===== src/design/page_bitmap_allocator_defines.svh =====
// Assertion macros shared by the page allocator RTL.
`ifndef PAGE_BITMAP_ALLOCATOR_DEFINES_SVH
`define PAGE_BITMAP_ALLOCATOR_DEFINES_SVH

// Same-cycle implication, disabled while in reset.
`define PBA_ASSERT_SAME(label, ante, cons, msg) \
  label: assert property (@(posedge clk) disable iff (!rst_n) (ante) |-> (cons)) \
    else $error(msg);

// Next-cycle implication, disabled while in reset.
`define PBA_ASSERT_NEXT(label, ante, cons, msg) \
  label: assert property (@(posedge clk) disable iff (!rst_n) (ante) |=> (cons)) \
    else $error(msg);

`endif


===== src/design/pba_pkg.sv =====
// Constants and types of the page bitmap allocator.
`timescale 1ns / 1ps
package pba_pkg;

  localparam int PAGES      = 256;
  localparam int PAGE_W     = 8;
  localparam int CNT_W      = 9;
  localparam int BYTES_W    = 32;
  localparam int SHIFT_W    = 5;
  localparam int CFG_IDX_W  = 2;
  localparam int CFG_DATA_W = 9;

  typedef logic [1:0] status_t;

  localparam status_t ST_OK       = 2'd0;
  localparam status_t ST_ZERO     = 2'd1;
  localparam status_t ST_NO_SPACE = 2'd2;
  localparam status_t ST_UNKNOWN  = 2'd3;

  localparam logic KIND_ALLOC = 1'b0;
  localparam logic KIND_FREE  = 1'b1;

  localparam logic [CFG_IDX_W-1:0] REG_STRATEGY     = 2'd0;
  localparam logic [CFG_IDX_W-1:0] REG_PAGE_SHIFT   = 2'd1;
  localparam logic [CFG_IDX_W-1:0] REG_ACTIVE_PAGES = 2'd2;

  localparam logic [SHIFT_W-1:0] PAGE_SHIFT_RESET   = 5'd12;
  localparam logic [CNT_W-1:0]   ACTIVE_PAGES_RESET = 9'd256;

endpackage


===== src/design/pba_if.sv =====
// Request and result channel interfaces of the page allocator.
`timescale 1ns / 1ps
interface pba_in_if import pba_pkg::*; ();
  logic               valid;
  logic               ready;
  logic               kind;
  logic [BYTES_W-1:0] request_bytes;
  logic [PAGE_W-1:0]  free_page;

  modport source (output valid, kind, request_bytes, free_page, input ready);
  modport sink   (input valid, kind, request_bytes, free_page, output ready);
endinterface

interface pba_out_if import pba_pkg::*; ();
  logic              valid;
  logic              ready;
  status_t           status;
  logic [PAGE_W-1:0] start_page;
  logic [CNT_W-1:0]  page_count;
  logic [CNT_W-1:0]  free_pages;
  logic [CNT_W-1:0]  largest_run;

  modport source (output valid, status, start_page, page_count, free_pages, largest_run,
                  input ready);
  modport sink   (input valid, status, start_page, page_count, free_pages, largest_run,
                  output ready);
endinterface


===== src/design/page_bitmap_allocator.sv =====
// Page allocator over a free-page bitmap, first-fit or best-fit placement.
//
//   channel | dir | handshake       | payload
//   in_if   | in  | valid / ready   | kind, request_bytes, free_page
//   out_if  | out | valid / ready   | status, start_page, page_count, free_pages, largest_run
//   cfg_*   | in  | cfg_we          | cfg_index, cfg_data
//
// Allocate: one page per cycle through the bitmap, N = managed pages; once over the N
// for placement, once over all PAGES to mark pages and rebuild free totals.
// Free, zero-size and oversized requests: update pass only.
// Reset is synchronous; all pages come up free with no blocks granted.
// in_if.ready is high only while idle; a finished result waits in the output
// register and the next item is taken meanwhile.
`timescale 1ns / 1ps
`include "page_bitmap_allocator_defines.svh"
module page_bitmap_allocator import pba_pkg::*; (
  input  logic                  clk,
  input  logic                  rst_n,
  pba_in_if.sink                in_if,
  pba_out_if.source             out_if,
  input  logic                  cfg_we,
  input  logic [CFG_IDX_W-1:0]  cfg_index,
  input  logic [CFG_DATA_W-1:0] cfg_data
);

  localparam logic [2:0] S_IDLE  = 3'd0;
  localparam logic [2:0] S_PREP  = 3'd1;
  localparam logic [2:0] S_SCAN  = 3'd2;
  localparam logic [2:0] S_PLACE = 3'd3;
  localparam logic [2:0] S_UPD   = 3'd4;
  localparam logic [2:0] S_FIN   = 3'd5;

  logic [2:0]         state_r, state_nxt;
  logic               strategy_r;
  logic [SHIFT_W-1:0] page_shift_r;
  logic [CNT_W-1:0]   active_r;
  logic [PAGES-1:0]   page_free_r;
  logic [PAGES-1:0]   block_start_r;
  logic [CNT_W-1:0]   block_len_mem [PAGES];
  logic [CNT_W-1:0]   len_rd_r;

  logic               kind_r;
  logic               zero_r;
  logic [BYTES_W:0]   sum_r;
  logic [PAGE_W-1:0]  fp_r;
  logic               bstart_r;
  logic [CNT_W-1:0]   need_r;
  logic [CNT_W-1:0]   idx_r;
  logic [CNT_W-1:0]   run_len_r;
  logic [PAGE_W-1:0]  run_start_r;
  logic               found_r;
  logic [CNT_W-1:0]   best_len_r;
  logic [PAGE_W-1:0]  at_r;
  logic [PAGE_W-1:0]  lo_r;
  logic [CNT_W-1:0]   cnt_r;
  logic               set_val_r;
  status_t            status_r;
  logic [PAGE_W-1:0]  start_r;
  logic [CNT_W-1:0]   count_r;
  logic [CNT_W-1:0]   total_r;
  logic [CNT_W-1:0]   srun_r;
  logic [CNT_W-1:0]   best_run_r;

  logic               out_valid_r;
  status_t            out_status_r;
  logic [PAGE_W-1:0]  out_start_r;
  logic [CNT_W-1:0]   out_count_r;
  logic [CNT_W-1:0]   out_free_r;
  logic [CNT_W-1:0]   out_largest_r;

  logic               in_accept;
  logic [CNT_W-1:0]   n_managed;
  logic [BYTES_W:0]   round_mask;
  logic [BYTES_W:0]   need_full;
  logic               need_big;
  logic [CNT_W-1:0]   need_lo;
  logic               scan_go;
  logic               at_end;
  logic               cur_free;
  logic               take;
  logic [PAGE_W-1:0]  upd_page;
  logic [CNT_W-1:0]   off;
  logic               in_rng;
  logic               pf_new;
  logic               counted;
  logic [CNT_W-1:0]   srun_inc;
  logic               last;
  logic               out_load;
  logic               mem_we;

  assign in_if.ready = (state_r == S_IDLE);
  assign in_accept   = in_if.valid && in_if.ready;

  assign n_managed  = (active_r > CNT_W'(PAGES)) ? CNT_W'(PAGES) : active_r;
  assign round_mask = ((BYTES_W+1)'(1) << page_shift_r) - (BYTES_W+1)'(1);
  assign need_full  = sum_r >> page_shift_r;
  assign need_big   = |need_full[BYTES_W:CNT_W];
  assign need_lo    = need_full[CNT_W-1:0];
  assign scan_go    = (kind_r == KIND_ALLOC) && !zero_r && !need_big && (need_lo <= n_managed);

  // placement scan: a run is judged when it ends on a used page or at the limit
  assign at_end   = (idx_r == n_managed);
  assign cur_free = page_free_r[idx_r[PAGE_W-1:0]];
  assign take     = (at_end || !cur_free) && (run_len_r >= need_r) &&
                    (!found_r || (strategy_r && (run_len_r < best_len_r)));

  // update pass: rewrite the block's pages and rebuild the totals
  assign upd_page = idx_r[PAGE_W-1:0];
  assign off      = idx_r - {1'b0, lo_r};
  assign in_rng   = (idx_r >= {1'b0, lo_r}) && (off < cnt_r);
  assign pf_new   = in_rng ? set_val_r : page_free_r[upd_page];
  assign counted  = (idx_r < n_managed);
  assign srun_inc = srun_r + CNT_W'(1);
  assign last     = (idx_r == CNT_W'(PAGES - 1));

  assign out_load = (state_r == S_FIN) && (!out_valid_r || out_if.ready);
  assign mem_we   = (state_r == S_PLACE) && found_r;

  always_comb begin
    state_nxt = state_r;
    unique case (state_r)
      S_IDLE:  if (in_accept) state_nxt = S_PREP;
      S_PREP:  state_nxt = scan_go ? S_SCAN : S_UPD;
      S_SCAN:  if (at_end) state_nxt = S_PLACE;
      S_PLACE: state_nxt = S_UPD;
      S_UPD:   if (last) state_nxt = S_FIN;
      S_FIN:   if (out_load) state_nxt = S_IDLE;
      default: state_nxt = S_IDLE;
    endcase
  end

  always_ff @(posedge clk) begin
    if (!rst_n) begin
      state_r       <= S_IDLE;
      strategy_r    <= 1'b0;
      page_shift_r  <= PAGE_SHIFT_RESET;
      active_r      <= ACTIVE_PAGES_RESET;
      page_free_r   <= '1;
      block_start_r <= '0;
      out_valid_r   <= 1'b0;
    end else begin
      state_r <= state_nxt;
      if (cfg_we) begin
        unique case (cfg_index)
          REG_STRATEGY:     strategy_r   <= cfg_data[0];
          REG_PAGE_SHIFT:   page_shift_r <= cfg_data[SHIFT_W-1:0];
          REG_ACTIVE_PAGES: active_r     <= cfg_data;
          default: ;
        endcase
      end
      if (state_r == S_PREP && kind_r == KIND_FREE && bstart_r) begin
        block_start_r[fp_r] <= 1'b0;
      end
      if (mem_we) begin
        block_start_r[at_r] <= 1'b1;
      end
      if (state_r == S_UPD) begin
        page_free_r[upd_page] <= pf_new;
      end
      if (out_load) begin
        out_valid_r <= 1'b1;
      end else if (out_if.ready) begin
        out_valid_r <= 1'b0;
      end
    end
  end

  // block length store, one write and one registered read port
  always_ff @(posedge clk) begin
    if (mem_we) begin
      block_len_mem[at_r] <= need_r;
    end
    len_rd_r <= block_len_mem[in_if.free_page];
  end

  always_ff @(posedge clk) begin
    unique case (state_r)
      S_IDLE: begin
        if (in_accept) begin
          kind_r   <= in_if.kind;
          zero_r   <= (in_if.request_bytes == '0);
          sum_r    <= {1'b0, in_if.request_bytes} + round_mask;
          fp_r     <= in_if.free_page;
          bstart_r <= block_start_r[in_if.free_page];
        end
      end
      S_PREP: begin
        idx_r      <= '0;
        run_len_r  <= '0;
        found_r    <= 1'b0;
        total_r    <= '0;
        srun_r     <= '0;
        best_run_r <= '0;
        need_r     <= need_lo;
        if (kind_r == KIND_FREE) begin
          start_r   <= fp_r;
          lo_r      <= fp_r;
          set_val_r <= 1'b1;
          if (bstart_r) begin
            status_r <= ST_OK;
            cnt_r    <= len_rd_r;
            count_r  <= len_rd_r;
          end else begin
            status_r <= ST_UNKNOWN;
            cnt_r    <= '0;
            count_r  <= '0;
          end
        end else begin
          start_r   <= '0;
          lo_r      <= '0;
          set_val_r <= 1'b0;
          cnt_r     <= '0;
          count_r   <= '0;
          priority if (zero_r) begin
            status_r <= ST_ZERO;
          end else if (!scan_go) begin
            status_r <= ST_NO_SPACE;
          end else begin
            status_r <= ST_OK;
          end
        end
      end
      S_SCAN: begin
        if (take) begin
          found_r    <= 1'b1;
          best_len_r <= run_len_r;
          at_r       <= run_start_r;
        end
        if (!at_end) begin
          if (cur_free) begin
            run_len_r <= run_len_r + CNT_W'(1);
            if (run_len_r == '0) begin
              run_start_r <= idx_r[PAGE_W-1:0];
            end
          end else begin
            run_len_r <= '0;
          end
          idx_r <= idx_r + CNT_W'(1);
        end
      end
      S_PLACE: begin
        idx_r <= '0;
        if (found_r) begin
          start_r <= at_r;
          lo_r    <= at_r;
          cnt_r   <= need_r;
          count_r <= need_r;
        end else begin
          status_r <= ST_NO_SPACE;
        end
      end
      S_UPD: begin
        idx_r <= idx_r + CNT_W'(1);
        if (counted) begin
          if (pf_new) begin
            total_r <= total_r + CNT_W'(1);
            srun_r  <= srun_inc;
            if (srun_inc > best_run_r) begin
              best_run_r <= srun_inc;
            end
          end else begin
            srun_r <= '0;
          end
        end
      end
      S_FIN: begin
        if (out_load) begin
          out_status_r  <= status_r;
          out_start_r   <= start_r;
          out_count_r   <= count_r;
          out_free_r    <= total_r;
          out_largest_r <= best_run_r;
        end
      end
      default: ;
    endcase
  end

  assign out_if.valid       = out_valid_r;
  assign out_if.status      = out_status_r;
  assign out_if.start_page  = out_start_r;
  assign out_if.page_count  = out_count_r;
  assign out_if.free_pages  = out_free_r;
  assign out_if.largest_run = out_largest_r;

  `PBA_ASSERT_SAME(a_ok_has_pages, out_valid_r && out_status_r == ST_OK, out_count_r != '0, "ok result with no pages")
  `PBA_ASSERT_SAME(a_fail_no_pages, out_valid_r && out_status_r != ST_OK, out_count_r == '0, "failed result with pages")
  `PBA_ASSERT_SAME(a_run_le_total, out_valid_r, out_largest_r <= out_free_r, "largest run above free total")
  `PBA_ASSERT_SAME(a_scan_bound, state_r == S_SCAN, idx_r <= n_managed, "scan past managed pages")
  `PBA_ASSERT_NEXT(a_load_idle, out_load, out_valid_r && state_r == S_IDLE, "result load did not complete")

endmodule


===== src/flat_wrapper.sv =====
// flat-port wrapper written by rule: the top's interface ports become plain ports
module page_bitmap_allocator_flat import pba_pkg::*;
  (clk, rst_n, cfg_we, cfg_index, cfg_data, in_if_valid, in_if_kind, in_if_request_bytes, in_if_free_page, in_if_ready, out_if_valid, out_if_status, out_if_start_page, out_if_page_count, out_if_free_pages, out_if_largest_run, out_if_ready);
  pba_in_if in_if_i ();
  pba_out_if out_if_i ();
  input  logic clk;
  input  logic rst_n;
  input  logic cfg_we;
  input  logic [CFG_IDX_W-1:0] cfg_index;
  input  logic [CFG_DATA_W-1:0] cfg_data;
  input wire logic [$bits(in_if_i.valid)-1:0] in_if_valid;
  input wire logic [$bits(in_if_i.kind)-1:0] in_if_kind;
  input wire logic [$bits(in_if_i.request_bytes)-1:0] in_if_request_bytes;
  input wire logic [$bits(in_if_i.free_page)-1:0] in_if_free_page;
  output wire logic [$bits(in_if_i.ready)-1:0] in_if_ready;
  output wire logic [$bits(out_if_i.valid)-1:0] out_if_valid;
  output wire logic [$bits(out_if_i.status)-1:0] out_if_status;
  output wire logic [$bits(out_if_i.start_page)-1:0] out_if_start_page;
  output wire logic [$bits(out_if_i.page_count)-1:0] out_if_page_count;
  output wire logic [$bits(out_if_i.free_pages)-1:0] out_if_free_pages;
  output wire logic [$bits(out_if_i.largest_run)-1:0] out_if_largest_run;
  input wire logic [$bits(out_if_i.ready)-1:0] out_if_ready;
  assign in_if_i.valid = in_if_valid;
  assign in_if_i.kind = in_if_kind;
  assign in_if_i.request_bytes = in_if_request_bytes;
  assign in_if_i.free_page = in_if_free_page;
  assign in_if_ready = in_if_i.ready;
  assign out_if_valid = out_if_i.valid;
  assign out_if_status = out_if_i.status;
  assign out_if_start_page = out_if_i.start_page;
  assign out_if_page_count = out_if_i.page_count;
  assign out_if_free_pages = out_if_i.free_pages;
  assign out_if_largest_run = out_if_i.largest_run;
  assign out_if_i.ready = out_if_ready;
  page_bitmap_allocator u_core (.clk(clk), .rst_n(rst_n), .in_if(in_if_i), .out_if(out_if_i), .cfg_we(cfg_we), .cfg_index(cfg_index), .cfg_data(cfg_data));
endmodule

===== config.mk =====
export PLATFORM = sky130hd
export DESIGN_NAME = page_bitmap_allocator_flat
export DESIGN_NICKNAME = d
export VERILOG_FILES = /design/src/design/pba_pkg.sv /design/src/design/pba_if.sv /design/src/design/page_bitmap_allocator.sv /design/src/flat_wrapper.sv
export VERILOG_INCLUDE_DIRS = /design/src /design/src/design
export SDC_FILE = /design/constraint.sdc
export NUM_CORES = 2
export LEC_CHECK = 0
export BUFFER_PORTS_ARGS = -buffer_cell sky130_fd_sc_hd__buf_4
export CAP_MARGIN = 20
export CORE_MARGIN = 1
export CORE_UTILIZATION = 50
export CTS_CLUSTER_DIAMETER = 120
export CTS_CLUSTER_SIZE = 16
export DETAILED_ROUTE_END_ITERATION = 8
export HOLD_SLACK_MARGIN = 0.08
export PLACE_DENSITY = 0.61
export RECOVER_POWER = 25
export SLEW_MARGIN = 30
export SYNTH_ARGS = -nofsm -noshare
export SYNTH_HDL_FRONTEND = slang
export SYNTH_SLANG_ARGS = --single-unit
export TNS_END_PERCENT = 20

===== constraint.sdc =====
create_clock -name clk -period 8.7 [get_ports clk]
set_input_delay 1.74 -clock clk [delete_from_list [all_inputs] [get_ports clk]]
set_output_delay 1.74 -clock clk [all_outputs]
set_load 0.005 [all_outputs]

Word level (Yosys, flattened, before mapping) --
Memories as Yosys holds them, arrays and structs flattened. A register that Yosys moved wholly into a read port is not among the register bits. Cells that the tools add are included.
Word-level totals: flip-flop bits (word level) 712, RAM bits 2304, bits of input ports 57, output and inout port bits 39, word-level logic and storage cells 188, memories 1
Operators by class: $add $sub $neg 7, magnitude comparators 15, equal/unequal tests 20, shifts and indexed selects 2, mux-type cells 57, bitwise operators 5, reduce and logical (&&, ||, !) cells 50
Memory list:
- u_core.block_len_mem | words 256, width 9, rd ports 1, clocked after Yosys merged registers in 1, wr ports 1, RTL line page_bitmap_allocator.sv:39 | logic [CNT_W-1:0] block_len_mem [PAGES];
Operator list (number):
- $mux 256 | 3
- $and 256x256->256 | 1
- $bwmux 256 | 1
- $not 256->256 | 1
- $or 256x256->256 | 1
- $mux 9 | 14
- $pmux 9 s2 | 5
- $add 9x1->9 const B | 4
- $lt 8x9->1 const B | 4
- $add 32x33->33 | 1
- $shl 1x5->33 const A | 1
- $shr 33x5->33 | 1
- $sub 33x2->33 const B | 1
- $logic_not 32->1 | 1
- $lt 9x9->1 | 3
- $pmux 9 s3 | 1
- $demux 1 s8 | 3
- $ge 8x1->1 const B | 3
- $reduce_and 2->1 | 12
- $reduce_or 24->1 | 1
- $pmux 3 s6 | 1
- $bmux 1 s8 | 2
- $mux 8 | 2
- $pmux 8 s2 | 1
- other kinds (32) | 88

Logic depth before layout (Yosys ltp) --
depth after elaboration 10, gate-level depth with buffers 22, gate-level depth less buffers 17

Least setup slack after synthesis --
Ideal clock, no wire load.
path kind register to register, start point register u_core.need_r[1], end point register u_core.at_r[0], enable pin, setup time 391 ps, data arrival time 5309 ps, data required time 8309 ps, path slack 3001 ps, stages on the path, launching flop included 10, path buffers 0, clock period less this slack 5699 ps, path through edfxtp_1 > inv_1 > ha_1 > a21o_1 > a21o_1 > a21o_1 > a21oi_1 > o21ai_0 > o2111ai_1 > nor2_1
Between the ends: word-level cells in the longest chain between the ends 4
RTL lines:
- start, declared | RTL line page_bitmap_allocator.sv:47 | logic [CNT_W-1:0] need_r;
- start signal, assigned | RTL line page_bitmap_allocator.sv:194 | need_r <= need_lo;
- $ge 9x9->1 | RTL line page_bitmap_allocator.sv:104 | assign take = (at_end || !cur_free) && (run_len_r >= need_r) &&
- $logic_and 1x1->1 (2 in series) | RTL line page_bitmap_allocator.sv:104
- $reduce_and 2->1 (no line)
- end signal, assigned | RTL line page_bitmap_allocator.sv:227 | at_r <= run_start_r;
- end, declared | RTL line page_bitmap_allocator.sv:53 | logic [PAGE_W-1:0] at_r;
No other way between the ends. A chain may end at the register's enable or synchronous reset.

Worst setup path after layout --
start point register u_core.need_r[6], end point memory u_core.block_len_mem[37][6] (data pin)
RTL lines (RTL line):
- end, declared | page_bitmap_allocator.sv:39
Straight into the memory's write port.

==> flow_summary_export.csv <==
group,metric,value,unit
die,core_footprint,249000,um2
logic_synthesis,synthesized_net_count,7471,
sta,final.period_utilization,77.3,%
global_route,global_route.usage.total,26.2,%
detailed_routing,detail-route-antenna-nets,0,
clocking,longest_clk_path_bufs,3,
clocking,post_cts_resized,0,
sta,fin_skew,0.0412,ns
die,initial_core_util,50.3,%
logic_synthesis,number_of_enable_flip_flop_cells_after_synthesis,2485,
outcome,result_of_the_run,"finished with violations",
die,fp.dieH,502,um
sta,final-setup-viol-count,0,
placement,placed_area,131000,um2
logic_synthesis,yosys.area_share.simple,4.60,%
placement,place_worst_setup_slack,2.74,ns
placement,gp_congestion,0.835,
clocking,worst_skew_pair.late_latency,0.89,ns
sta,setup_tns,0,ns
logic_synthesis,yosysSeqAreaShare,68.4,%
logic_synthesis,synthesized_area_fraction_occupied_by_xor_and_xnor_cells,0.399,%
worst_setup_path,critical_path_required,8.79,ns
finish,drive_gt1_share,21.7,%
finish,layout.cell_area.non_filler,137000,um2
outcome,failed_checks,"capacitance limit, slew limit",
logic_synthesis,mapped_area,125000,um2
worst_setup_path,worstPathCellList,"clkbuf_1 -> clkbuf_2",
logic_synthesis,synth_cell_type_count,62,
detailed_routing,post_drt_wl_per_cell,30.1,um
logic_synthesis,yosys_most_used_dff,"edfxtp_1",
sta,final_hold_viols,0,
sta,rsz0062_at_grt,"no",
logic_synthesis,postSynth.asyncResetShare,0,%
logic_synthesis,synth.mux.area_fraction,17.1,%
power_and_ir_drop,power_density,201,nW/um2
detailed_routing,routed-via-count,68067,
detailed_routing,first_iter_violations,7652,
logic_synthesis,syn-instance-count,7280,
global_route,grt_start_max_net_pins,206,
global_route,grt_antenna_before_repair,16,
sta,period_needed,6.72,ns
worst_setup_path,setup_cp_type,"flop to flop",
clocking,numClockSinks,3025,
die,die_outline_area,252000,um2
clocking,cts_htree_levels,4,
global_route,grt_overflow,0,
logic_synthesis,syn_avg_cell_area,17.2,um2
logic_synthesis,synth-compound-area-share,6.17,%
sta,fin_ws,1.98,ns
clocking,cts_root_buf,"clkbuf_16",
finish,layout.core_utilization,55.0,%
detailed_routing,total_wirelength_of_the_detailed_routed_design,328000,um
detailed_routing,detailedRoute.firstPassIterationCount,6,
clocking,worst_path_clk_slew,0.08,ns
worst_setup_path,crit_path_max_fanout,187,
placement,place.port_buffers,95,
logic_synthesis,count_of_warnings_emitted_by_yosys,0,
job,maxCapViolCount,19,
placement,dp.cells,10519,
worst_setup_path,worst-endpoint-arrival,6.81,ns
sta,relSlewSlack,-313,%
clocking,ctsHoldBuffers,0,
clocking,cts_inserted_buffers,207,
logic_synthesis,synth_seq_cells,3025,
detailed_routing,vias_per_cell,6.25,
placement,detailedPlacementHpwl,196000,um
logic_synthesis,fraction_of_the_mapped_netlist_area_in_adder_cells,1.35,%
worst_setup_path,critical_path_end_type,"flop",
global_route,grt_first_pass_wirelength,475000,um
finish,finish.net_count,7592,
worst_setup_path,critical-path-max-stage-delay,2.97,ns
global_route,via_count_of_the_first_global_routing_pass,67350,
clocking,tritoncts,"done",
worst_setup_path,worst_setup_path_start_kind,"flop",
worst_hold_path,worstHoldPathType,"flop to flop",
finish,layout.cells.non_filler,10886,
die,placementRows,183,
die,die-width,502,um
die,pin_count,96,
detailed_routing,drc_errors,0,
clocking,cts_setup_buffers,0,
sta,worst-slew-pin-transition,6.20,ns
sta,fmax,0.149,GHz
power_and_ir_drop,worst_ir_drop_vdd,0.189,mV
sta,timing.final.max_slew_violations,1418,
power_and_ir_drop,static-leakage-power,44.9,nW
logic_synthesis,synth_top_family_by_area,"multiplexers",
worst_setup_path,critPathSlowestCell,"clkbuf_2",
finish,syn_to_final_growth,9.45,%
[cell usage in the layout, fill, tap and decap left out, types with 102 or more instances in the layout]
cell / instances
buf_4: 322
clkbuf_1: 161
clkbuf_16: 209
dfxtp_1: 538
edfxtp_1: 2485
ha_1: 132
inv_1: 167
mux4_2: 917
nand2_1: 685
nand3_1: 102
nor2_1: 251
o211ai_1: 263
o21a_1: 527
[critical path, delay by kind of cell (launching register included)]
kind	cells	cell delay, ns
buffers and inverters	2	5.28
DFF	1	0.33
[layer usage]
metal,vias to the layer above,global-route usage (%),wire length [um]
met5,-,0,25
met4,4,8.19,10400
met3,498,4.43,24500
met2,2683,42.3,159000
met1,35817,36.3,133000
li1,29065,-,-
[flip-flops by register name (all words and copies together) (netlist names), 8 cells and up]
name,count
u_core.block_len_mem,2304
u_core.block_start_r,256
u_core.page_free_r,256
u_core.sum_r,33
u_core.active_r,9
u_core.best_len_r,9
u_core.best_run_r,9
u_core.count_r,9
u_core.idx_r,9
u_core.len_rd_r,9
u_core.need_r,9
u_core.out_if.free_pages,9
u_core.out_if.largest_run,9
u_core.out_if.page_count,9
u_core.run_len_r,9
u_core.srun_r,9
u_core.total_r,9
u_core.at_r,8
u_core.fp_r,8
u_core.lo_r,8
u_core.out_if.start_page,8
u_core.run_start_r,8
[stage by stage]
stage	power [mW]	hold WS, ns
after detailed placement	18.4	0.405
final	27.5	0.431
after floorplan	17.7	0.400
after global placement	18.3	0.407
after CTS	27.6	0.431
after global routing	28.3	0.441
[synth_stat cells (8+ instances only)]
library cell,count,area share [%]
and3_1,30,0.15
a22oi_1,38,0.23
xnor2_1,35,0.25
mux4_2,917,17
nor2_1,362,1.1
nand3_1,104,0.42
a31oi_1,12,0.060
nor2b_1,46,0.23
nand4_1,17,0.085
dfxtp_1,540,8.6
buf_4,15,0.090
buf_1,95,0.29
mux2_2,16,0.14
nor4_1,13,0.065
mux2i_1,52,0.42
nor3_1,47,0.19
nand2b_1,11,0.055
ha_1,132,1.3
and2_1,15,0.075
o21ai_0,67,0.27
clkbuf_1,335,1.0
xor2_1,22,0.15
buf_2,27,0.11
o211ai_1,263,1.6
inv_1,167,0.50
o21a_1,527,3.2
a21oi_1,70,0.28
a211oi_1,13,0.078
or3_1,8,0.040
nand2_1,687,2.1
edfxtp_1,2485,60
a21o_1,29,0.17
[cells by family after synthesis]
family / Yosys count
and+or+nand+nor: 1364
AOI/OAI and AO/OA: 1069
muxes: 986
buffers and inverters: 645
adders and majority gates: 134
DFF: 3025
xor gates and xnor gates: 57
[path summary, 6_finish.rpt]
kind	from	to	slack, ns	cells after the start
worst max-delay path	u_core.need_r[6]$_DFFE_PP_	u_core.block_len_mem[37][6]$_DFFE_PP_	1.98	2
worst min-delay path	u_core.run_start_r[7]$_DFFE_PP_	u_core.at_r[7]$_DFFE_PP_	0.43	0
worst max register to register	u_core.need_r[6]$_DFFE_PP_	u_core.block_len_mem[37][6]$_DFFE_PP_	1.98	2
worst min register to register	u_core.run_start_r[7]$_DFFE_PP_	u_core.at_r[7]$_DFFE_PP_	0.43	0
[layout make-up]
type / instances / area [um2]
Antenna cell: 8 / 20.0
Sequential cell: 3025 / 85400
Clock inverter: 14 / 272
Tap cell: 3330 / 4170
Timing Repair Buffer: 386 / 3140
Fill cell: 19336 / 112000
Multi-Input combinational cell: 3610 / 37400
Clock buffer: 342 / 5730
Inverter: 171 / 642
[report_power, final]
part,switching (mW),internal [mW],leakage [nW],total (mW)
Combinational,1.40,0.754,15.3,2.16
Clock,4.91,4.51,2.85,9.42
Sequential,0.0912,15.8,26.8,15.9
Total,6.40,21.1,44.9,27.5
No activity file was read; power rests on OpenSTA's default activity.
